--- src/sv/sha256_hash_engine_registers_top_macros.svh ---
// Assertion macros used by the hash engine back end (shae_back).
// Depends on a clk and an rst_n signal in the scope of use.
`ifndef SHA256_HASH_ENGINE_REGISTERS_TOP_MACROS_SVH
`define SHA256_HASH_ENGINE_REGISTERS_TOP_MACROS_SVH

// Check a property on every clock edge outside reset.
`define SHAE_CHECK(lbl, prop, msg) \
    lbl: assert property (@(posedge clk) disable iff (!rst_n) prop) else $error(msg);

// Check that a condition never occurs outside reset.
`define SHAE_NEVER(lbl, cond, msg) \
    lbl: assert property (@(posedge clk) disable iff (!rst_n) !(cond)) else $error(msg);

`endif

--- src/sv/shae_pkg.sv ---
// Shared types, codes and SHA-256 helper functions for the hash engine.
// No dependencies.
package shae_pkg;

    typedef logic [31:0] word_t;

    // Status codes
    localparam logic [1:0] ST_OK    = 2'd0;
    localparam logic [1:0] ST_ADDR  = 2'd1;
    localparam logic [1:0] ST_MODE  = 2'd2;
    localparam logic [1:0] ST_EMPTY = 2'd3;

    // Operation codes
    localparam logic [1:0] OP_WRITE    = 2'd0;
    localparam logic [1:0] OP_READ     = 2'd1;
    localparam logic [1:0] OP_BYTE_RD  = 2'd2;

    // Command kinds after decode
    localparam logic [2:0] K_BAD     = 3'd0;
    localparam logic [2:0] K_CTRL_WR = 3'd1;
    localparam logic [2:0] K_FIFO_WR = 3'd2;
    localparam logic [2:0] K_CTRL_RD = 3'd3;
    localparam logic [2:0] K_LEN_RD  = 3'd4;
    localparam logic [2:0] K_HASH_RD = 3'd5;
    localparam logic [2:0] K_FIFO_RD = 3'd6;
    localparam logic [2:0] K_BYTE_RD = 3'd7;

    // Register offsets
    localparam logic [7:0] OFF_CTRL = 8'h00;
    localparam logic [7:0] OFF_LEN  = 8'h04;

    // Flag bit positions
    localparam int F_INDMA  = 0;
    localparam int F_BIGEND = 1;
    localparam int F_READY  = 2;
    localparam int F_OUTDMA = 3;

    // Hash modes
    localparam logic [1:0] MODE_SHA256 = 2'd0;
    localparam logic [1:0] MODE_SHA1   = 2'd2;

    localparam word_t PAD_WORD = 32'h8000_0000;

    typedef struct packed {
        logic [2:0] kind;
        logic [2:0] idx;
        logic [1:0] bsel;
        word_t      data;
    } cmd_t;

    function automatic word_t rotr(input word_t x, input int n);
        rotr = (x >> n) | (x << (32 - n));
    endfunction

    function automatic word_t bswap(input word_t x);
        bswap = {x[7:0], x[15:8], x[23:16], x[31:24]};
    endfunction

    function automatic word_t big_sigma0(input word_t x);
        big_sigma0 = rotr(x, 2) ^ rotr(x, 13) ^ rotr(x, 22);
    endfunction

    function automatic word_t big_sigma1(input word_t x);
        big_sigma1 = rotr(x, 6) ^ rotr(x, 11) ^ rotr(x, 25);
    endfunction

    function automatic word_t small_sigma0(input word_t x);
        small_sigma0 = rotr(x, 7) ^ rotr(x, 18) ^ (x >> 3);
    endfunction

    function automatic word_t small_sigma1(input word_t x);
        small_sigma1 = rotr(x, 17) ^ rotr(x, 19) ^ (x >> 10);
    endfunction

    function automatic word_t iv_sha256(input logic [2:0] i);
        case (i)
            3'd0: iv_sha256 = 32'h6a09e667;
            3'd1: iv_sha256 = 32'hbb67ae85;
            3'd2: iv_sha256 = 32'h3c6ef372;
            3'd3: iv_sha256 = 32'ha54ff53a;
            3'd4: iv_sha256 = 32'h510e527f;
            3'd5: iv_sha256 = 32'h9b05688c;
            3'd6: iv_sha256 = 32'h1f83d9ab;
            default: iv_sha256 = 32'h5be0cd19;
        endcase
    endfunction

    function automatic word_t iv_sha1(input logic [2:0] i);
        case (i)
            3'd0: iv_sha1 = 32'h67452301;
            3'd1: iv_sha1 = 32'hEFCDAB89;
            3'd2: iv_sha1 = 32'h98BADCFE;
            3'd3: iv_sha1 = 32'h10325476;
            3'd4: iv_sha1 = 32'hC3D2E1F0;
            default: iv_sha1 = 32'h0;
        endcase
    endfunction

    function automatic word_t round_k(input logic [5:0] i);
        case (i)
            6'd0:  round_k = 32'h428a2f98; 6'd1:  round_k = 32'h71374491;
            6'd2:  round_k = 32'hb5c0fbcf; 6'd3:  round_k = 32'he9b5dba5;
            6'd4:  round_k = 32'h3956c25b; 6'd5:  round_k = 32'h59f111f1;
            6'd6:  round_k = 32'h923f82a4; 6'd7:  round_k = 32'hab1c5ed5;
            6'd8:  round_k = 32'hd807aa98; 6'd9:  round_k = 32'h12835b01;
            6'd10: round_k = 32'h243185be; 6'd11: round_k = 32'h550c7dc3;
            6'd12: round_k = 32'h72be5d74; 6'd13: round_k = 32'h80deb1fe;
            6'd14: round_k = 32'h9bdc06a7; 6'd15: round_k = 32'hc19bf174;
            6'd16: round_k = 32'he49b69c1; 6'd17: round_k = 32'hefbe4786;
            6'd18: round_k = 32'h0fc19dc6; 6'd19: round_k = 32'h240ca1cc;
            6'd20: round_k = 32'h2de92c6f; 6'd21: round_k = 32'h4a7484aa;
            6'd22: round_k = 32'h5cb0a9dc; 6'd23: round_k = 32'h76f988da;
            6'd24: round_k = 32'h983e5152; 6'd25: round_k = 32'ha831c66d;
            6'd26: round_k = 32'hb00327c8; 6'd27: round_k = 32'hbf597fc7;
            6'd28: round_k = 32'hc6e00bf3; 6'd29: round_k = 32'hd5a79147;
            6'd30: round_k = 32'h06ca6351; 6'd31: round_k = 32'h14292967;
            6'd32: round_k = 32'h27b70a85; 6'd33: round_k = 32'h2e1b2138;
            6'd34: round_k = 32'h4d2c6dfc; 6'd35: round_k = 32'h53380d13;
            6'd36: round_k = 32'h650a7354; 6'd37: round_k = 32'h766a0abb;
            6'd38: round_k = 32'h81c2c92e; 6'd39: round_k = 32'h92722c85;
            6'd40: round_k = 32'ha2bfe8a1; 6'd41: round_k = 32'ha81a664b;
            6'd42: round_k = 32'hc24b8b70; 6'd43: round_k = 32'hc76c51a3;
            6'd44: round_k = 32'hd192e819; 6'd45: round_k = 32'hd6990624;
            6'd46: round_k = 32'hf40e3585; 6'd47: round_k = 32'h106aa070;
            6'd48: round_k = 32'h19a4c116; 6'd49: round_k = 32'h1e376c08;
            6'd50: round_k = 32'h2748774c; 6'd51: round_k = 32'h34b0bcb5;
            6'd52: round_k = 32'h391c0cb3; 6'd53: round_k = 32'h4ed8aa4a;
            6'd54: round_k = 32'h5b9cca4f; 6'd55: round_k = 32'h682e6ff3;
            6'd56: round_k = 32'h748f82ee; 6'd57: round_k = 32'h78a5636f;
            6'd58: round_k = 32'h84c87814; 6'd59: round_k = 32'h8cc70208;
            6'd60: round_k = 32'h90befffa; 6'd61: round_k = 32'ha4506ceb;
            6'd62: round_k = 32'hbef9a3f7; default: round_k = 32'hc67178f2;
        endcase
    endfunction

endpackage

--- src/sv/shae_if.sv ---
// Valid/ready channel interfaces for the hash engine request and response.
// Depends on shae_pkg.
interface shae_in_if;
    logic                 valid;
    logic                 ready;
    logic [1:0]           operation;
    logic [7:0]           address_offset;
    shae_pkg::word_t      write_data;

    modport source (output valid, operation, address_offset, write_data, input ready);
    modport sink   (input valid, operation, address_offset, write_data, output ready);
endinterface


--- src/sv/shae_front.sv ---
// Request decode and two-entry command queue of the hash engine.
// Depends on shae_pkg and shae_if.
module shae_front (
    input  logic               clk,
    input  logic               rst_n,
    shae_in_if.sink            in_ch,
    output shae_pkg::cmd_t     cmd,
    output logic               cmd_valid,
    input  logic               cmd_pop
);

    shae_pkg::cmd_t q_reg [2];
    logic           wr_ptr_reg;
    logic           rd_ptr_reg;
    logic [1:0]     cnt_reg;
    shae_pkg::cmd_t dec;
    logic           push;
    logic           in_fifo;

    // Classify the access
    always_comb
    begin
        in_fifo  = (in_ch.address_offset[7:6] == 2'b10);
        dec.idx  = in_ch.address_offset[4:2];
        dec.bsel = in_ch.address_offset[1:0];
        dec.data = in_ch.write_data;
        dec.kind = shae_pkg::K_BAD;
        case (in_ch.operation)
            shae_pkg::OP_WRITE:
            begin
                if (in_fifo)
                    dec.kind = shae_pkg::K_FIFO_WR;
                else if (in_ch.address_offset == shae_pkg::OFF_CTRL)
                    dec.kind = shae_pkg::K_CTRL_WR;
            end
            shae_pkg::OP_READ:
            begin
                if (in_ch.address_offset[7:6] == 2'b01)
                    dec.kind = shae_pkg::K_HASH_RD;
                else if (in_fifo)
                    dec.kind = shae_pkg::K_FIFO_RD;
                else if (in_ch.address_offset == shae_pkg::OFF_CTRL)
                    dec.kind = shae_pkg::K_CTRL_RD;
                else if (in_ch.address_offset == shae_pkg::OFF_LEN)
                    dec.kind = shae_pkg::K_LEN_RD;
            end
            shae_pkg::OP_BYTE_RD:
                dec.kind = shae_pkg::K_BYTE_RD;
            default:
                dec.kind = shae_pkg::K_BAD;
        endcase
    end

    assign in_ch.ready = (cnt_reg != 2'd2);
    assign push        = in_ch.valid && in_ch.ready;
    assign cmd_valid   = (cnt_reg != 2'd0);
    assign cmd         = q_reg[rd_ptr_reg];

    // Advance queue pointers
    always_ff @(posedge clk or negedge rst_n)
    begin
        if (!rst_n)
        begin
            wr_ptr_reg <= 1'b0;
            rd_ptr_reg <= 1'b0;
            cnt_reg    <= 2'd0;
        end
        else
        begin
            if (push)
                wr_ptr_reg <= ~wr_ptr_reg;
            if (cmd_pop)
                rd_ptr_reg <= ~rd_ptr_reg;
            cnt_reg <= cnt_reg + {1'b0, push} - {1'b0, cmd_pop};
        end
    end

    // Hold queued commands
    always_ff @(posedge clk)
    begin
        if (push)
            q_reg[wr_ptr_reg] <= dec;
    end

endmodule

--- src/flat_wrapper.sv ---
// flat-port wrapper written by rule: the top's interface ports become plain ports
module shae_front_flat 
  (clk, rst_n, cmd, cmd_valid, cmd_pop, in_ch_valid, in_ch_operation, in_ch_address_offset, in_ch_write_data, in_ch_ready);
  shae_in_if in_ch_i ();
  input  logic clk;
  input  logic rst_n;
  output shae_pkg::cmd_t cmd;
  output logic cmd_valid;
  input  logic cmd_pop;
  input wire logic [$bits(in_ch_i.valid)-1:0] in_ch_valid;
  input wire logic [$bits(in_ch_i.operation)-1:0] in_ch_operation;
  input wire logic [$bits(in_ch_i.address_offset)-1:0] in_ch_address_offset;
  input wire logic [$bits(in_ch_i.write_data)-1:0] in_ch_write_data;
  output wire logic [$bits(in_ch_i.ready)-1:0] in_ch_ready;
  assign in_ch_i.valid = in_ch_valid;
  assign in_ch_i.operation = in_ch_operation;
  assign in_ch_i.address_offset = in_ch_address_offset;
  assign in_ch_i.write_data = in_ch_write_data;
  assign in_ch_ready = in_ch_i.ready;
  shae_front u_core (.clk(clk), .rst_n(rst_n), .in_ch(in_ch_i), .cmd(cmd), .cmd_valid(cmd_valid), .cmd_pop(cmd_pop));
endmodule
--- config.mk ---
export PLATFORM = sky130hd
export DESIGN_NAME = shae_front_flat
export DESIGN_NICKNAME = d
export VERILOG_FILES = /design/src/sv/sha256_hash_engine_registers_top_macros.svh /design/src/sv/shae_pkg.sv /design/src/sv/shae_if.sv /design/src/sv/shae_front.sv /design/src/flat_wrapper.sv
export SDC_FILE = /design/constraint.sdc
export NUM_CORES = 1
export LEC_CHECK = 0
export BUFFER_PORTS_ARGS = -buffer_cell sky130_fd_sc_hd__buf_2
export CAP_MARGIN = 25
export CORE_ASPECT_RATIO = 0.75
export CORE_MARGIN = 2
export CORE_UTILIZATION = 50
export CTS_CLUSTER_DIAMETER = 80
export DETAILED_ROUTE_END_ITERATION = 10
export PLACE_DENSITY = 0.82
export RECOVER_POWER = 100
export SLEW_MARGIN = 20
export SYNTH_ARGS = -nofsm -noshare
export SYNTH_HDL_FRONTEND = slang
export SYNTH_SLANG_ARGS = --single-unit
--- constraint.sdc ---
create_clock -name clk -period 7.3 [get_ports clk]
set_input_delay 0.73 -clock clk [delete_from_list [all_inputs] [get_ports clk]]
set_output_delay 0.73 -clock clk [all_outputs]
set_load 0.05 [all_outputs]
==> flow_metrics.env <==
export IMPL_cts_buffer_depth=2
export IMPL_final_cell_mix="edfxtp_1 (80), clkbuf_1 (64), mux2_2 (38)"
export IMPL_crit_fanout=41
export IMPL_nNetsFinal=298
export IMPL_grt_use_met2=0.239
export IMPL_cts_root_buf="clkbuf_8"
export IMPL_synth_cell_types=24
export IMPL_synthToLayoutAreaGrowth_pct=19.4
export IMPL_clkLatencyLatePin_ps=340
export IMPL_cts_made_buffers=9
export IMPL_post_cts_buffers=0
export IMPL_wire_per_inst_um=15.5
export IMPL_final_setup_tns_ps=0
export IMPL_syn_nets=204
export IMPL_numPortBuffers=87
export IMPL_grt_overflow=0
export IMPL_worst_pin_slew_ps=1850
export IMPL_setup_viol=0
export IMPL_maxSlewViolCount=103
export IMPL_gp_congestion=0.695
export IMPL_cts_tree="built"
export IMPL_antenna_found_initial=0
export IMPL_min_period_ps=3400
export IMPL_seq_area_frac_synth=0.789
export IMPL_die_area_um2=7000
export IMPL_status="finished, violations left"
export IMPL_ir_worst_vdd_uv=211
export IMPL_leakage_uw=0.00130
export IMPL_fin_skew_ps=9.49
export IMPL_drt_first_pass_iters=4
export IMPL_fin_total_pwr_uw=1740
export IMPL_core_area_um2=6220
export IMPL_cts_hold_buffers=0
export IMPL_drt_iter0_markers=49
export IMPL_drc=0
export IMPL_final_core_util=0.608
export IMPL_required_ps=6570
export IMPL_synth_seq_cells=84
export IMPL_yosys_warnings=0
export IMPL_seq_area_um2=2500
export IMPL_largest_reg_flops=80
export IMPL_vias_per_cell=4.97
export IMPL_fillCellCount=505
export IMPL_start_util=0.509
export IMPL_hpwl_um=3480
export IMPL_cp_end_kind="primary output"
export IMPL_rsz0062_at_grt="no"
export IMPL_dp_cells=320
export IMPL_grt_pass1_vias=1654
export IMPL_clock_fmax_ghz=0.294
export IMPL_worstSetupPathType="reg2out"
export IMPL_violations="capacitance limit, slew limit"
export IMPL_busiest_layer="met2"
export IMPL_routed_wl_um=5180
export IMPL_hold_viol_final=0
export IMPL_syn_cell_area_um2=3170
export IMPL_yosys_area_top_type="edfxtp_1"
export IMPL_clock_sinks=84
export IMPL_via_count=1665
export IMPL_io_pins=88
export IMPL_synth_top_area_share=0.758
export IMPL_worstHoldPathType="in2async"
export IMPL_rows=25
export IMPL_drive_gt1_frac=0.315
export IMPL_slew_headroom=-0.233
export IMPL_grt_pass1_wl_um=7680
export IMPL_instances_no_fill=335
export IMPL_final_common_cell="edfxtp_1"
export IMPL_synth_area_per_cell_um2=20.3
export IMPL_grt_max_degree=42
export IMPL_synthCells=156
export IMPL_fp_dieW_um=96.0
export IMPL_postRouteAntennaNets=0
export IMPL_cp_start_kind="register"
export IMPL_cts_max_level=3
export IMPL_grt_usage=0.154
export IMPL_arrival_ps=2670
export IMPL_cap_violations=3
export IMPL_worstRegToRegCells=4
export IMPL_clk_pin_slew_ps=70
export IMPL_powerDensity_nw_per_um2=459
export IMPL_diodes=0
export IMPL_multiInputGateArea_um2=627
export IMPL_groute_layer_met3_usage=0.0702
export IMPL_synth_area_leaders="edfxtp_1 (76%), mux2_2 (14%), dfrtp_1 (3.2%), xnor2_1 (0.83%), ha_1 (0.79%)"
export IMPL_use_met1=0.187
export IMPL_die_height_um=73.0
export IMPL_ctsResizeCount=0
export IMPL_finalCritPeriodShare=0.466
## per-layer routing
metal,wire [um],vias up
li1,-,796
met1,2190,783
met2,2390,77
met3,526,9
met4,80,0
met5,0,-
## critical path, cell delays in order (launching register included)
cell and delay, ps:
dfrtp_1 1470, mux2_2 380, clkbuf_1 470
## path summary, 6_finish.rpt
check,slack (ps),startpoint,endpoint
worst max register to register,4130,u_core.cnt_reg[1],u_core.q_reg[0][30]
worst min register to register,520,u_core.wr_ptr_reg,u_core.wr_ptr_reg
max in group asynchronous,6880,rst_n,u_core.cnt_reg[1]
min in group clk,520,u_core.wr_ptr_reg,u_core.wr_ptr_reg
worst min-delay path,220,rst_n,u_core.cnt_reg[0]
worst max-delay path,3900,u_core.rd_ptr_reg,cmd[9]
## synthesized netlist by cell type
master / instances
nand3b_1: 1
ha_1: 2
o21ai_0: 1
or2_2: 1
inv_1: 3
mux2_2: 40
a31oi_1: 1
edfxtp_1: 80
xnor2_1: 3
buf_2: 4
nand2_1: 1
a21oi_1: 1
nor2_1: 1
and2b_2: 1
and3_1: 1
clkbuf_1: 1
xor2_1: 2
nor3_1: 1
nand2b_1: 3
nor4_2: 1
o311ai_1: 1
dfrtp_1: 4
or3b_2: 1
a22oi_1: 1
## stage by stage
step                      hold slack (ps)  setup WS [ps]  area, um^2
after floorplan                       434           4160        3170
after detailed placement              545           4940        3720
final                                 223           3900        3780
after CTS                             171           4570        3900
after global routing                  223           3690        3780
after global placement                530           4930        3690
## power by group
| group | internal, uW | leakage (uW) | switching (uW) |
|---|---|---|---|
| sequential | 665 | 0.000790 | 70.2 |
| combinational | 178 | 0.000416 | 523 |
| clock | 155 | 0.0000959 | 147 |
## cells by family after synthesis
| group | share of synthesized area |
|---|---|
| buffers and inverters | 0.0110 |
| xor gates and xnor gates | 0.0138 |
| and+or+nand+nor | 0.0257 |
| AOI/OAI and AO/OA | 0.0103 |
| DFF | 0.789 |
| adders and majority gates | 0.00789 |
| muxes | 0.142 |
## area by class of cell
cell class                      count  share of cell area
Sequential cell                    84               0.661
Multi-Input combinational cell     64               0.166
Timing Repair Buffer               88              0.0955
Clock buffer                       10              0.0337
Tap cell                           81              0.0268
Clock inverter                      5              0.0142
Inverter                            3             0.00298
(Power assumes the default switching activity.)
