### config.mk
export PLATFORM = sky130hd
export DESIGN_NAME = shae_back_flat
export DESIGN_NICKNAME = d
export VERILOG_FILES = /design/src/sv/shae_pkg.sv /design/src/sv/shae_if.sv /design/src/sv/shae_core.sv /design/src/sv/shae_back.sv /design/src/flat_wrapper.sv
export VERILOG_INCLUDE_DIRS = /design/src /design/src/sv
export SDC_FILE = /design/constraint.sdc
export NUM_CORES = 2
export LEC_CHECK = 0
export CAP_MARGIN = 20
export CORE_MARGIN = 4
export CORE_UTILIZATION = 60
export DETAILED_ROUTE_END_ITERATION = 10
export DONT_BUFFER_PORTS = 1
export PLACE_DENSITY = 0.72
export SETUP_SLACK_MARGIN = 0.4
export SYNTH_ARGS = -nofsm -noshare
export SYNTH_HDL_FRONTEND = slang
export SYNTH_HIERARCHICAL = 1
export SYNTH_SLANG_ARGS = --single-unit
### constraint.sdc
create_clock -name clk -period 28 [get_ports clk]
set_clock_uncertainty 0.05 [all_clocks]
set_input_delay 4.2 -clock clk [delete_from_list [all_inputs] [get_ports clk]]
set_output_delay 4.2 -clock clk [all_outputs]
set_load 0.01 [all_outputs]
### src/sv/sha256_hash_engine_registers_top_macros.svh
// Assertion macros used by the hash engine back end (shae_back).
// Depends on a clk and an rst_n signal in the scope of use.
`ifndef SHA256_HASH_ENGINE_REGISTERS_TOP_MACROS_SVH
`define SHA256_HASH_ENGINE_REGISTERS_TOP_MACROS_SVH

// Check a property on every clock edge outside reset.
`define SHAE_CHECK(lbl, prop, msg) \
    lbl: assert property (@(posedge clk) disable iff (!rst_n) prop) else $error(msg);

// Check that a condition never occurs outside reset.
`define SHAE_NEVER(lbl, cond, msg) \
    lbl: assert property (@(posedge clk) disable iff (!rst_n) !(cond)) else $error(msg);

`endif

### src/sv/shae_pkg.sv
// Shared types, codes and SHA-256 helper functions for the hash engine.
// No dependencies.
package shae_pkg;

    typedef logic [31:0] word_t;

    // Status codes
    localparam logic [1:0] ST_OK    = 2'd0;
    localparam logic [1:0] ST_ADDR  = 2'd1;
    localparam logic [1:0] ST_MODE  = 2'd2;
    localparam logic [1:0] ST_EMPTY = 2'd3;

    // Operation codes
    localparam logic [1:0] OP_WRITE    = 2'd0;
    localparam logic [1:0] OP_READ     = 2'd1;
    localparam logic [1:0] OP_BYTE_RD  = 2'd2;

    // Command kinds after decode
    localparam logic [2:0] K_BAD     = 3'd0;
    localparam logic [2:0] K_CTRL_WR = 3'd1;
    localparam logic [2:0] K_FIFO_WR = 3'd2;
    localparam logic [2:0] K_CTRL_RD = 3'd3;
    localparam logic [2:0] K_LEN_RD  = 3'd4;
    localparam logic [2:0] K_HASH_RD = 3'd5;
    localparam logic [2:0] K_FIFO_RD = 3'd6;
    localparam logic [2:0] K_BYTE_RD = 3'd7;

    // Register offsets
    localparam logic [7:0] OFF_CTRL = 8'h00;
    localparam logic [7:0] OFF_LEN  = 8'h04;

    // Flag bit positions
    localparam int F_INDMA  = 0;
    localparam int F_BIGEND = 1;
    localparam int F_READY  = 2;
    localparam int F_OUTDMA = 3;

    // Hash modes
    localparam logic [1:0] MODE_SHA256 = 2'd0;
    localparam logic [1:0] MODE_SHA1   = 2'd2;

    localparam word_t PAD_WORD = 32'h8000_0000;

    typedef struct packed {
        logic [2:0] kind;
        logic [2:0] idx;
        logic [1:0] bsel;
        word_t      data;
    } cmd_t;

    function automatic word_t rotr(input word_t x, input int n);
        rotr = (x >> n) | (x << (32 - n));
    endfunction

    function automatic word_t bswap(input word_t x);
        bswap = {x[7:0], x[15:8], x[23:16], x[31:24]};
    endfunction

    function automatic word_t big_sigma0(input word_t x);
        big_sigma0 = rotr(x, 2) ^ rotr(x, 13) ^ rotr(x, 22);
    endfunction

    function automatic word_t big_sigma1(input word_t x);
        big_sigma1 = rotr(x, 6) ^ rotr(x, 11) ^ rotr(x, 25);
    endfunction

    function automatic word_t small_sigma0(input word_t x);
        small_sigma0 = rotr(x, 7) ^ rotr(x, 18) ^ (x >> 3);
    endfunction

    function automatic word_t small_sigma1(input word_t x);
        small_sigma1 = rotr(x, 17) ^ rotr(x, 19) ^ (x >> 10);
    endfunction

    function automatic word_t iv_sha256(input logic [2:0] i);
        case (i)
            3'd0: iv_sha256 = 32'h6a09e667;
            3'd1: iv_sha256 = 32'hbb67ae85;
            3'd2: iv_sha256 = 32'h3c6ef372;
            3'd3: iv_sha256 = 32'ha54ff53a;
            3'd4: iv_sha256 = 32'h510e527f;
            3'd5: iv_sha256 = 32'h9b05688c;
            3'd6: iv_sha256 = 32'h1f83d9ab;
            default: iv_sha256 = 32'h5be0cd19;
        endcase
    endfunction

    function automatic word_t iv_sha1(input logic [2:0] i);
        case (i)
            3'd0: iv_sha1 = 32'h67452301;
            3'd1: iv_sha1 = 32'hEFCDAB89;
            3'd2: iv_sha1 = 32'h98BADCFE;
            3'd3: iv_sha1 = 32'h10325476;
            3'd4: iv_sha1 = 32'hC3D2E1F0;
            default: iv_sha1 = 32'h0;
        endcase
    endfunction

    function automatic word_t round_k(input logic [5:0] i);
        case (i)
            6'd0:  round_k = 32'h428a2f98; 6'd1:  round_k = 32'h71374491;
            6'd2:  round_k = 32'hb5c0fbcf; 6'd3:  round_k = 32'he9b5dba5;
            6'd4:  round_k = 32'h3956c25b; 6'd5:  round_k = 32'h59f111f1;
            6'd6:  round_k = 32'h923f82a4; 6'd7:  round_k = 32'hab1c5ed5;
            6'd8:  round_k = 32'hd807aa98; 6'd9:  round_k = 32'h12835b01;
            6'd10: round_k = 32'h243185be; 6'd11: round_k = 32'h550c7dc3;
            6'd12: round_k = 32'h72be5d74; 6'd13: round_k = 32'h80deb1fe;
            6'd14: round_k = 32'h9bdc06a7; 6'd15: round_k = 32'hc19bf174;
            6'd16: round_k = 32'he49b69c1; 6'd17: round_k = 32'hefbe4786;
            6'd18: round_k = 32'h0fc19dc6; 6'd19: round_k = 32'h240ca1cc;
            6'd20: round_k = 32'h2de92c6f; 6'd21: round_k = 32'h4a7484aa;
            6'd22: round_k = 32'h5cb0a9dc; 6'd23: round_k = 32'h76f988da;
            6'd24: round_k = 32'h983e5152; 6'd25: round_k = 32'ha831c66d;
            6'd26: round_k = 32'hb00327c8; 6'd27: round_k = 32'hbf597fc7;
            6'd28: round_k = 32'hc6e00bf3; 6'd29: round_k = 32'hd5a79147;
            6'd30: round_k = 32'h06ca6351; 6'd31: round_k = 32'h14292967;
            6'd32: round_k = 32'h27b70a85; 6'd33: round_k = 32'h2e1b2138;
            6'd34: round_k = 32'h4d2c6dfc; 6'd35: round_k = 32'h53380d13;
            6'd36: round_k = 32'h650a7354; 6'd37: round_k = 32'h766a0abb;
            6'd38: round_k = 32'h81c2c92e; 6'd39: round_k = 32'h92722c85;
            6'd40: round_k = 32'ha2bfe8a1; 6'd41: round_k = 32'ha81a664b;
            6'd42: round_k = 32'hc24b8b70; 6'd43: round_k = 32'hc76c51a3;
            6'd44: round_k = 32'hd192e819; 6'd45: round_k = 32'hd6990624;
            6'd46: round_k = 32'hf40e3585; 6'd47: round_k = 32'h106aa070;
            6'd48: round_k = 32'h19a4c116; 6'd49: round_k = 32'h1e376c08;
            6'd50: round_k = 32'h2748774c; 6'd51: round_k = 32'h34b0bcb5;
            6'd52: round_k = 32'h391c0cb3; 6'd53: round_k = 32'h4ed8aa4a;
            6'd54: round_k = 32'h5b9cca4f; 6'd55: round_k = 32'h682e6ff3;
            6'd56: round_k = 32'h748f82ee; 6'd57: round_k = 32'h78a5636f;
            6'd58: round_k = 32'h84c87814; 6'd59: round_k = 32'h8cc70208;
            6'd60: round_k = 32'h90befffa; 6'd61: round_k = 32'ha4506ceb;
            6'd62: round_k = 32'hbef9a3f7; default: round_k = 32'hc67178f2;
        endcase
    endfunction

endpackage

### src/sv/shae_if.sv


interface shae_out_if;
    logic                 valid;
    logic                 ready;
    shae_pkg::word_t      read_data;
    logic [1:0]           status;

    modport source (output valid, read_data, status, input ready);
    modport sink   (input valid, read_data, status, output ready);
endinterface

### src/sv/shae_core.sv
// SHA-256 compression unit: one round per cycle, then the chaining add.
// Depends on shae_pkg.
module shae_core (
    input  logic            clk,
    input  logic            rst_n,
    input  logic            start,
    input  shae_pkg::word_t cv_in  [8],
    input  shae_pkg::word_t blk_in [16],
    output logic            done,
    output shae_pkg::word_t cv_out [8]
);

    logic            busy_reg;
    logic            fin_reg;
    logic [5:0]      cnt_reg;
    shae_pkg::word_t v_reg [8];
    shae_pkg::word_t w_reg [16];
    shae_pkg::word_t t1;
    shae_pkg::word_t t2;
    shae_pkg::word_t w_new;

    // Round logic and schedule expansion
    always_comb
    begin
        t1 = v_reg[7] + shae_pkg::big_sigma1(v_reg[4])
           + ((v_reg[4] & v_reg[5]) ^ (~v_reg[4] & v_reg[6]))
           + shae_pkg::round_k(cnt_reg) + w_reg[0];
        t2 = shae_pkg::big_sigma0(v_reg[0])
           + ((v_reg[0] & v_reg[1]) ^ (v_reg[0] & v_reg[2]) ^ (v_reg[1] & v_reg[2]));
        w_new = w_reg[0] + shae_pkg::small_sigma0(w_reg[1]) + w_reg[9]
              + shae_pkg::small_sigma1(w_reg[14]);
    end

    // Sequence the 64 rounds
    always_ff @(posedge clk or negedge rst_n)
    begin
        if (!rst_n)
        begin
            busy_reg <= 1'b0;
            fin_reg  <= 1'b0;
            cnt_reg  <= '0;
        end
        else if (start)
        begin
            busy_reg <= 1'b1;
            fin_reg  <= 1'b0;
            cnt_reg  <= '0;
        end
        else if (busy_reg)
        begin
            cnt_reg <= cnt_reg + 6'd1;
            if (cnt_reg == 6'd63)
            begin
                busy_reg <= 1'b0;
                fin_reg  <= 1'b1;
            end
        end
        else
        begin
            fin_reg <= 1'b0;
        end
    end

    // Working variables and schedule window
    always_ff @(posedge clk)
    begin
        if (start)
        begin
            v_reg <= cv_in;
            w_reg <= blk_in;
        end
        else if (busy_reg)
        begin
            v_reg[7] <= v_reg[6];
            v_reg[6] <= v_reg[5];
            v_reg[5] <= v_reg[4];
            v_reg[4] <= v_reg[3] + t1;
            v_reg[3] <= v_reg[2];
            v_reg[2] <= v_reg[1];
            v_reg[1] <= v_reg[0];
            v_reg[0] <= t1 + t2;
            for (int i = 0; i < 15; i++)
            begin
                w_reg[i] <= w_reg[i + 1];
            end
            w_reg[15] <= w_new;
        end
    end

    // Feed-forward add
    always_comb
    begin
        for (int i = 0; i < 8; i++)
        begin
            cv_out[i] = cv_in[i] + v_reg[i];
        end
    end

    assign done = fin_reg;

endmodule

### src/sv/shae_back.sv
// Command execution of the hash engine: register state, echo queue,
// padding and compression control. Depends on shae_pkg, shae_if, shae_core and the macros header.
`include "sha256_hash_engine_registers_top_macros.svh"
module shae_back (
    input  logic               clk,
    input  logic               rst_n,
    input  shae_pkg::cmd_t     cmd,
    input  logic               cmd_valid,
    output logic               cmd_pop,
    shae_out_if.source         out_ch
);

    localparam logic [1:0] S_IDLE = 2'd0;
    localparam logic [1:0] S_C1   = 2'd1;
    localparam logic [1:0] S_C2   = 2'd2;

    logic [1:0]      state_reg;
    logic            two_reg;
    logic            start_reg;
    shae_pkg::word_t cv_reg   [8];
    shae_pkg::word_t blk_reg  [16];
    shae_pkg::word_t echo_reg [16];
    logic [4:0]      pend_reg;
    logic [3:0]      head_reg;
    logic [4:0]      ecnt_reg;
    logic [63:0]     len_reg;
    logic [1:0]      mode_reg;
    logic [3:0]      flag_reg;
    logic            out_valid_reg;
    shae_pkg::word_t out_data_reg;
    logic [1:0]      out_st_reg;

    logic            core_done;
    shae_pkg::word_t core_cv [8];
    logic            slot_free;
    logic            go;
    logic [3:0]      n;
    logic [63:0]     len_pad;
    logic [1:0]      new_mode;
    logic [3:0]      ehead;
    logic [4:0]      ecnt;
    logic            pad_go;
    logic            fifo_full;
    shae_pkg::word_t hw;
    logic [1:0]      bs;

    shae_core u_core (
        .clk    (clk),
        .rst_n  (rst_n),
        .start  (start_reg),
        .cv_in  (cv_reg),
        .blk_in (blk_reg),
        .done   (core_done),
        .cv_out (core_cv)
    );

    assign slot_free = !out_valid_reg || out_ch.ready;
    assign go        = (state_reg == S_IDLE) && cmd_valid && slot_free;
    assign cmd_pop   = go;

    // Helper values for the command at the head of the queue
    always_comb
    begin
        n         = pend_reg[3:0];
        new_mode  = cmd.data[5:4];
        len_pad   = (cmd.data[0] ? 64'd0 : len_reg) << 5;
        pad_go    = cmd.data[1] && (new_mode == shae_pkg::MODE_SHA256);
        ehead     = (pend_reg == 5'd0) ? 4'd0 : head_reg;
        ecnt      = (pend_reg == 5'd0) ? 5'd0 : ecnt_reg;
        fifo_full = (pend_reg == 5'd15);
        hw        = cv_reg[cmd.idx];
        bs        = cmd.bsel ^ {2{flag_reg[shae_pkg::F_BIGEND]}};
    end

    // Execute commands and sequence compressions
    always_ff @(posedge clk or negedge rst_n)
    begin
        if (!rst_n)
        begin
            state_reg     <= S_IDLE;
            two_reg       <= 1'b0;
            start_reg     <= 1'b0;
            for (int i = 0; i < 8; i++)
            begin
                cv_reg[i] <= '0;
            end
            pend_reg      <= '0;
            head_reg      <= '0;
            ecnt_reg      <= '0;
            len_reg       <= '0;
            mode_reg      <= '0;
            flag_reg      <= '0;
            out_valid_reg <= 1'b0;
            out_data_reg  <= '0;
            out_st_reg    <= shae_pkg::ST_OK;
        end
        else
        begin
            start_reg <= 1'b0;
            if (out_ch.ready)
                out_valid_reg <= 1'b0;
            unique case (state_reg)
                S_IDLE:
                begin
                    if (go)
                    begin
                        out_data_reg <= '0;
                        out_st_reg   <= shae_pkg::ST_OK;
                        out_valid_reg <= 1'b1;
                        case (cmd.kind)
                            shae_pkg::K_CTRL_WR:
                            begin
                                flag_reg[shae_pkg::F_INDMA]  <= cmd.data[2];
                                flag_reg[shae_pkg::F_BIGEND] <= cmd.data[3];
                                flag_reg[shae_pkg::F_OUTDMA] <= cmd.data[10];
                                mode_reg <= new_mode;
                                if (cmd.data[0])
                                begin
                                    len_reg <= '0;
                                    for (int i = 0; i < 8; i++)
                                    begin
                                        if (new_mode == shae_pkg::MODE_SHA256)
                                            cv_reg[i] <= shae_pkg::iv_sha256(3'(i));
                                        else if (new_mode == shae_pkg::MODE_SHA1)
                                            cv_reg[i] <= shae_pkg::iv_sha1(3'(i));
                                    end
                                end
                                if (pad_go)
                                begin
                                    out_valid_reg <= 1'b0;
                                    len_reg   <= len_pad;
                                    for (int i = 0; i < 16; i++)
                                    begin
                                        if (4'(i) == n)
                                            blk_reg[i] <= shae_pkg::PAD_WORD;
                                        else if (4'(i) > n)
                                            blk_reg[i] <= '0;
                                    end
                                    if (n < 4'd14)
                                    begin
                                        blk_reg[14] <= len_pad[63:32];
                                        blk_reg[15] <= len_pad[31:0];
                                    end
                                    two_reg   <= (n >= 4'd14);
                                    start_reg <= 1'b1;
                                    state_reg <= S_C1;
                                end
                                else if (cmd.data[1])
                                begin
                                    out_st_reg <= shae_pkg::ST_MODE;
                                end
                            end
                            shae_pkg::K_FIFO_WR:
                            begin
                                blk_reg[n] <= shae_pkg::bswap(cmd.data);
                                len_reg    <= len_reg + 64'd1;
                                if (ecnt < 5'd16)
                                begin
                                    echo_reg[ehead + ecnt[3:0]] <= cmd.data;
                                    ecnt_reg <= ecnt + 5'd1;
                                end
                                else
                                begin
                                    ecnt_reg <= ecnt;
                                end
                                head_reg <= ehead;
                                flag_reg[shae_pkg::F_READY] <= fifo_full;
                                if (fifo_full)
                                begin
                                    pend_reg <= '0;
                                    if (mode_reg == shae_pkg::MODE_SHA256)
                                    begin
                                        out_valid_reg <= 1'b0;
                                        two_reg       <= 1'b0;
                                        start_reg     <= 1'b1;
                                        state_reg     <= S_C1;
                                    end
                                    else
                                    begin
                                        out_st_reg <= shae_pkg::ST_MODE;
                                    end
                                end
                                else
                                begin
                                    pend_reg <= pend_reg + 5'd1;
                                end
                            end
                            shae_pkg::K_CTRL_RD:
                                out_data_reg <= {21'd0, flag_reg[shae_pkg::F_OUTDMA],
                                                 flag_reg[shae_pkg::F_READY], 3'd0,
                                                 mode_reg, flag_reg[shae_pkg::F_BIGEND],
                                                 flag_reg[shae_pkg::F_INDMA], 2'd0};
                            shae_pkg::K_LEN_RD:
                                out_data_reg <= {len_reg[29:0], 2'b00};
                            shae_pkg::K_HASH_RD:
                                out_data_reg <= flag_reg[shae_pkg::F_BIGEND]
                                              ? shae_pkg::bswap(hw) : hw;
                            shae_pkg::K_FIFO_RD:
                            begin
                                if (ecnt_reg == 5'd0)
                                begin
                                    out_st_reg <= shae_pkg::ST_EMPTY;
                                end
                                else
                                begin
                                    out_data_reg <= echo_reg[head_reg];
                                    head_reg     <= head_reg + 4'd1;
                                    ecnt_reg     <= ecnt_reg - 5'd1;
                                    if (ecnt_reg == 5'd1)
                                        flag_reg[shae_pkg::F_READY] <= 1'b0;
                                end
                            end
                            shae_pkg::K_BYTE_RD:
                                out_data_reg <= {24'd0, hw[{bs, 3'b000} +: 8]};
                            default:
                                out_st_reg <= shae_pkg::ST_ADDR;
                        endcase
                    end
                end
                S_C1:
                begin
                    if (core_done)
                    begin
                        for (int i = 0; i < 8; i++)
                        begin
                            cv_reg[i] <= core_cv[i];
                        end
                        if (two_reg)
                        begin
                            for (int i = 0; i < 14; i++)
                            begin
                                blk_reg[i] <= '0;
                            end
                            blk_reg[14] <= len_reg[63:32];
                            blk_reg[15] <= len_reg[31:0];
                            start_reg   <= 1'b1;
                            state_reg   <= S_C2;
                        end
                        else
                        begin
                            pend_reg      <= '0;
                            out_valid_reg <= 1'b1;
                            state_reg     <= S_IDLE;
                        end
                    end
                end
                S_C2:
                begin
                    if (core_done)
                    begin
                        for (int i = 0; i < 8; i++)
                        begin
                            cv_reg[i] <= core_cv[i];
                        end
                        pend_reg      <= '0;
                        out_valid_reg <= 1'b1;
                        state_reg     <= S_IDLE;
                    end
                end
                default:
                    state_reg <= S_IDLE;
            endcase
        end
    end

    assign out_ch.valid     = out_valid_reg;
    assign out_ch.read_data = out_data_reg;
    assign out_ch.status    = out_st_reg;

    `SHAE_NEVER(a_pend_range, pend_reg > 5'd15, "pending word count out of range")
    `SHAE_NEVER(a_echo_range, ecnt_reg > 5'd16, "echo count out of range")
    `SHAE_CHECK(a_done_state, core_done |-> (state_reg == S_C1 || state_reg == S_C2),
                "compression finished outside a compress state")
    `SHAE_CHECK(a_start_done, start_reg |=> !core_done, "compression finished too early")

endmodule

### src/flat_wrapper.sv
// flat-port wrapper written by rule: the top's interface ports become plain ports
module shae_back_flat 
  (clk, rst_n, cmd, cmd_valid, cmd_pop, out_ch_valid, out_ch_read_data, out_ch_status, out_ch_ready);
  shae_out_if out_ch_i ();
  input  logic clk;
  input  logic rst_n;
  input  shae_pkg::cmd_t cmd;
  input  logic cmd_valid;
  output logic cmd_pop;
  output wire logic [$bits(out_ch_i.valid)-1:0] out_ch_valid;
  output wire logic [$bits(out_ch_i.read_data)-1:0] out_ch_read_data;
  output wire logic [$bits(out_ch_i.status)-1:0] out_ch_status;
  input wire logic [$bits(out_ch_i.ready)-1:0] out_ch_ready;
  assign out_ch_valid = out_ch_i.valid;
  assign out_ch_read_data = out_ch_i.read_data;
  assign out_ch_status = out_ch_i.status;
  assign out_ch_i.ready = out_ch_ready;
  shae_back u_core (.clk(clk), .rst_n(rst_n), .cmd(cmd), .cmd_valid(cmd_valid), .cmd_pop(cmd_pop), .out_ch(out_ch_i));
endmodule
==> flow_metrics.env <==
export IMPL_setup_total_negative_slack_ns=0
export IMPL_most_common_library_cell_in_the_layout_ignoring_fill_and_taps="sky130_fd_sc_hd__nand2_1"
export IMPL_max_slew_worst_pin_slew_ns=2.52
export IMPL_antenna_found_initial=14
export IMPL_nature_of_the_critical_path_startpoint="flip-flop"
export IMPL_cpMaxStageDelayCell="sky130_fd_sc_hd__nor2_1"
export IMPL_totalWireLength_mm=428
export IMPL_highest_count_cells_in_the_layout_ignoring_fill_and_taps="sky130_fd_sc_hd__nand2_1 (1793), sky130_fd_sc_hd__edfxtp_1 (1792), sky130_fd_sc_hd__a21oi_1 (964)"
export IMPL_synthesis_nets=11744
export IMPL_htree_num_levels=4
export IMPL_maximum_number_of_pins_on_one_net_before_global_route_repair=390
export IMPL_worst_slew_margin_rel=-0.677
export IMPL_clock_tree_from_tritoncts="built"
export IMPL_post_synth_fa_ha_maj_area_fraction=0.0728
export IMPL_post_cts_resize_count=0
export IMPL_cts_root_buf="sky130_fd_sc_hd__clkbuf_16"
export IMPL_cts_hold_repair_buffers=0
export IMPL_finalSetupViolCount=0
export IMPL_post_synth_and_or_nand_nor_area_fraction=0.101
export IMPL_worstPathMaxFanout=17
export IMPL_maxSlewViolCount=299
export IMPL_chipHeight_um=464
export IMPL_path_common_cell="sky130_fd_sc_hd__inv_1"
export IMPL_synth_edff_count=1792
export IMPL_dieWidth_um=464
export IMPL_violations="slew limit"
export IMPL_post_route_cells_drive_above_1_share=0.141
export IMPL_cts_post_setup_buffers_inserted=0
export IMPL_via_per_inst=6.76
export IMPL_synth_xor_area_frac=0.0425
export IMPL_clk_insertion_delay_late_ns=0.92
export IMPL_numClockSinks=2179
export IMPL_r2r_worst_path_cells=33
export IMPL_first_pass_grt_wire_length_mm=618
export IMPL_netlist_area_pre_place_um2=125000
export IMPL_min_delay_path_class="reg -> reg"
export IMPL_rows=167
export IMPL_clk_transition_reported_paths_ns=0.06
export IMPL_synthesis_instances=11094
export IMPL_outcome="complete, but fails checks"
export IMPL_postSynthAreaPerCell_um2=11.2
export IMPL_floorplan_core_area_um2=207000
export IMPL_global_route_usage_total=0.390
export IMPL_flow_area_growth_from_synthesis_pct=8.06
export IMPL_port_buffer_count=0
export IMPL_die_area_um2=215000
export IMPL_yosys_mux_area_fraction=0.110
export IMPL_nets=11407
export IMPL_dominant_combinational_cell_family_by_area_after_synthesis="compound AO/OA/AOI/OAI gates"
export IMPL_initial_core_utilization=0.603
export IMPL_unrepaired_setup_endpoints_after_global_routing="false"
export IMPL_clk_path_buf_depth=3
export IMPL_finalCriticalPeriod_ns=10.03
export IMPL_ys_dominant_reg_cell="sky130_fd_sc_hd__edfxtp_1"
export IMPL_remaining_drc_errors=0
export IMPL_clock_fmax_ghz=0.0997
export IMPL_cp_end_kind="flip-flop"
export IMPL_timing_final_hold_violations=0
export IMPL_drt_initial_violations=12149
export IMPL_final_antenna_violating_net_count=0
export IMPL_synth_yosys_seq_area_share=0.509
export IMPL_critical_register_to_register_path_endpoint="u_core/u_core/v_reg[255]"
export IMPL_final_min_period_over_clock_period=0.358
export IMPL_yosysUniqueCellTypes=113
export IMPL_hpwl_mm=286
export IMPL_worst_ep_required_time_ns=28.49
export IMPL_numCtsBuffers=229
export IMPL_critical_path_max_stage_delay_ns=0.66
export IMPL_number_of_global_route_vias_before_repair=88944
export IMPL_final_replace_weighted_congestion=0.990
export IMPL_via_count=92387
export IMPL_nFillCells=15658
export IMPL_ys_warn_count=6
export IMPL_wl_per_cell_um=31.3
export IMPL_drt_pass1_iter_count=9
export IMPL_timing_hold_worst_path_depth=1
export IMPL_global_route_overflow_total=0
export IMPL_hold_path_startpoint="u_core/u_core/w_reg[319]"
export IMPL_reg2reg_slack_ns=17.97
export IMPL_maxCapViolations=0
export IMPL_complex_gate_fraction_of_the_synthesized_area=0.125
export IMPL_min_to="u_core/u_core/w_reg[351]"
export IMPL_criticalPathCategory="reg -> reg"
export IMPL_register_bit_total_from_synthesis=2179
export IMPL_critical_path_arrival_ns=10.52
export IMPL_r2r_start="u_core/u_core/cnt_reg[1]"
export IMPL_ioPinCount=80
export IMPL_synth_async_reset_ratio=0.178
## metrics by stage
stage | cell area [um2] | utilization | std cells | hold WS, ns | setup WS [ns]
6_report | 135000 | 0.651 | 13671 | 0.469 | 17.97
2_1_floorplan | 125000 | - | 11094 | 0.417 | 16.45
3_5_place_dp | 127000 | 0.613 | 13228 | 0.455 | 18.17
5_1_grt | 135000 | 0.651 | 13662 | 0.489 | 17.42
4_1_cts | 135000 | 0.651 | 13660 | 0.461 | 18.10
3_3_place_gp | 127000 | 0.613 | 13224 | 0.444 | 18.10
## worst max-delay path by stage
| stage | end | slack (ns) | cells past startpoint | startpoint |
|---|---|---|---|---|
| after global placement | u_core/u_core/v_reg[255] | 18.10 | 33 | u_core/u_core/cnt_reg[1] |
| after global routing | u_core/u_core/v_reg[255] | 17.42 | 33 | u_core/u_core/cnt_reg[1] |
| after detailed placement | u_core/u_core/v_reg[255] | 18.17 | 33 | u_core/u_core/cnt_reg[1] |
| after floorplan | u_core/u_core/v_reg[0] | 16.45 | 5 | u_core/start_reg |
| final | u_core/u_core/v_reg[255] | 17.97 | 33 | u_core/u_core/cnt_reg[1] |
| after CTS | u_core/u_core/v_reg[255] | 18.10 | 33 | u_core/u_core/cnt_reg[1] |
## cells in the mapped netlist (all sizes together), types with 64 or more instances
cell type / instances / area (um2)
a22oi: 131 / 983
nor2b: 65 / 407
mux2: 691 / 7780
mux4: 218 / 4910
clkbuf: 544 / 2050
xor2: 210 / 1840
fa: 195 / 3900
a21oi: 981 / 4920
nand2: 1799 / 6760
nor2: 316 / 1190
xnor2: 392 / 3430
ha: 411 / 5140
a21o: 171 / 1280
nand3: 221 / 1130
mux2i: 105 / 1050
dfrtp: 387 / 9680
edfxtp: 1792 / 53800
buf: 179 / 912
nand2b: 89 / 557
a31oi: 65 / 407
o21ai: 689 / 3460
o21a: 64 / 480
inv: 511 / 1920
nor3: 123 / 616
## cell families (layout without fill, tap and decap cells)
family,count (synthesis),after routing
AO/OA/AOI/OAI,2578,2578
XOR/XNOR,603,603
adder cells (fa/ha/maj),609,609
buffers and inverters,1238,1102
flip-flops,2179,2179
multiplexers,1014,1014
other,0,9
AND/OR/NAND/NOR,2873,2873
## area by class of cell
class / count / area (um2) / area share
Antenna cell: 9 / 22.5 / 0.000167
Clock inverter: 150 / 1870 / 0.0139
Multi-Input combinational cell: 7677 / 56700 / 0.421
Tap cell: 2704 / 3380 / 0.0251
Inverter: 515 / 1930 / 0.0144
Clock buffer: 282 / 6020 / 0.0447
Timing Repair Buffer: 155 / 1300 / 0.00968
Sequential cell: 2179 / 63500 / 0.471
## critical path, delay by kind of cell, from the launching register on
kind	cells	cell delay [ns]
flip-flops	1	0.33
adder cells (fa/ha/maj)	6	2.67
AO/OA/AOI/OAI	11	2.96
XOR/XNOR	3	0.90
buffers and inverters	6	1.03
AND/OR/NAND/NOR	7	1.79
## metal layers
| layer | wire length (um) | vias to the layer above | track usage |
|---|---|---|---|
| li1 | - | 39607 | - |
| met1 | 159000 | 46069 | 0.508 |
| met2 | 195000 | 5545 | 0.603 |
| met3 | 46900 | 1154 | 0.0983 |
| met4 | 27700 | 12 | 0.211 |
| met5 | 73 | - | 0 |
Power is not shown: default switching activity piles up to over one toggle a cycle in this logic, so the estimate is an artifact.
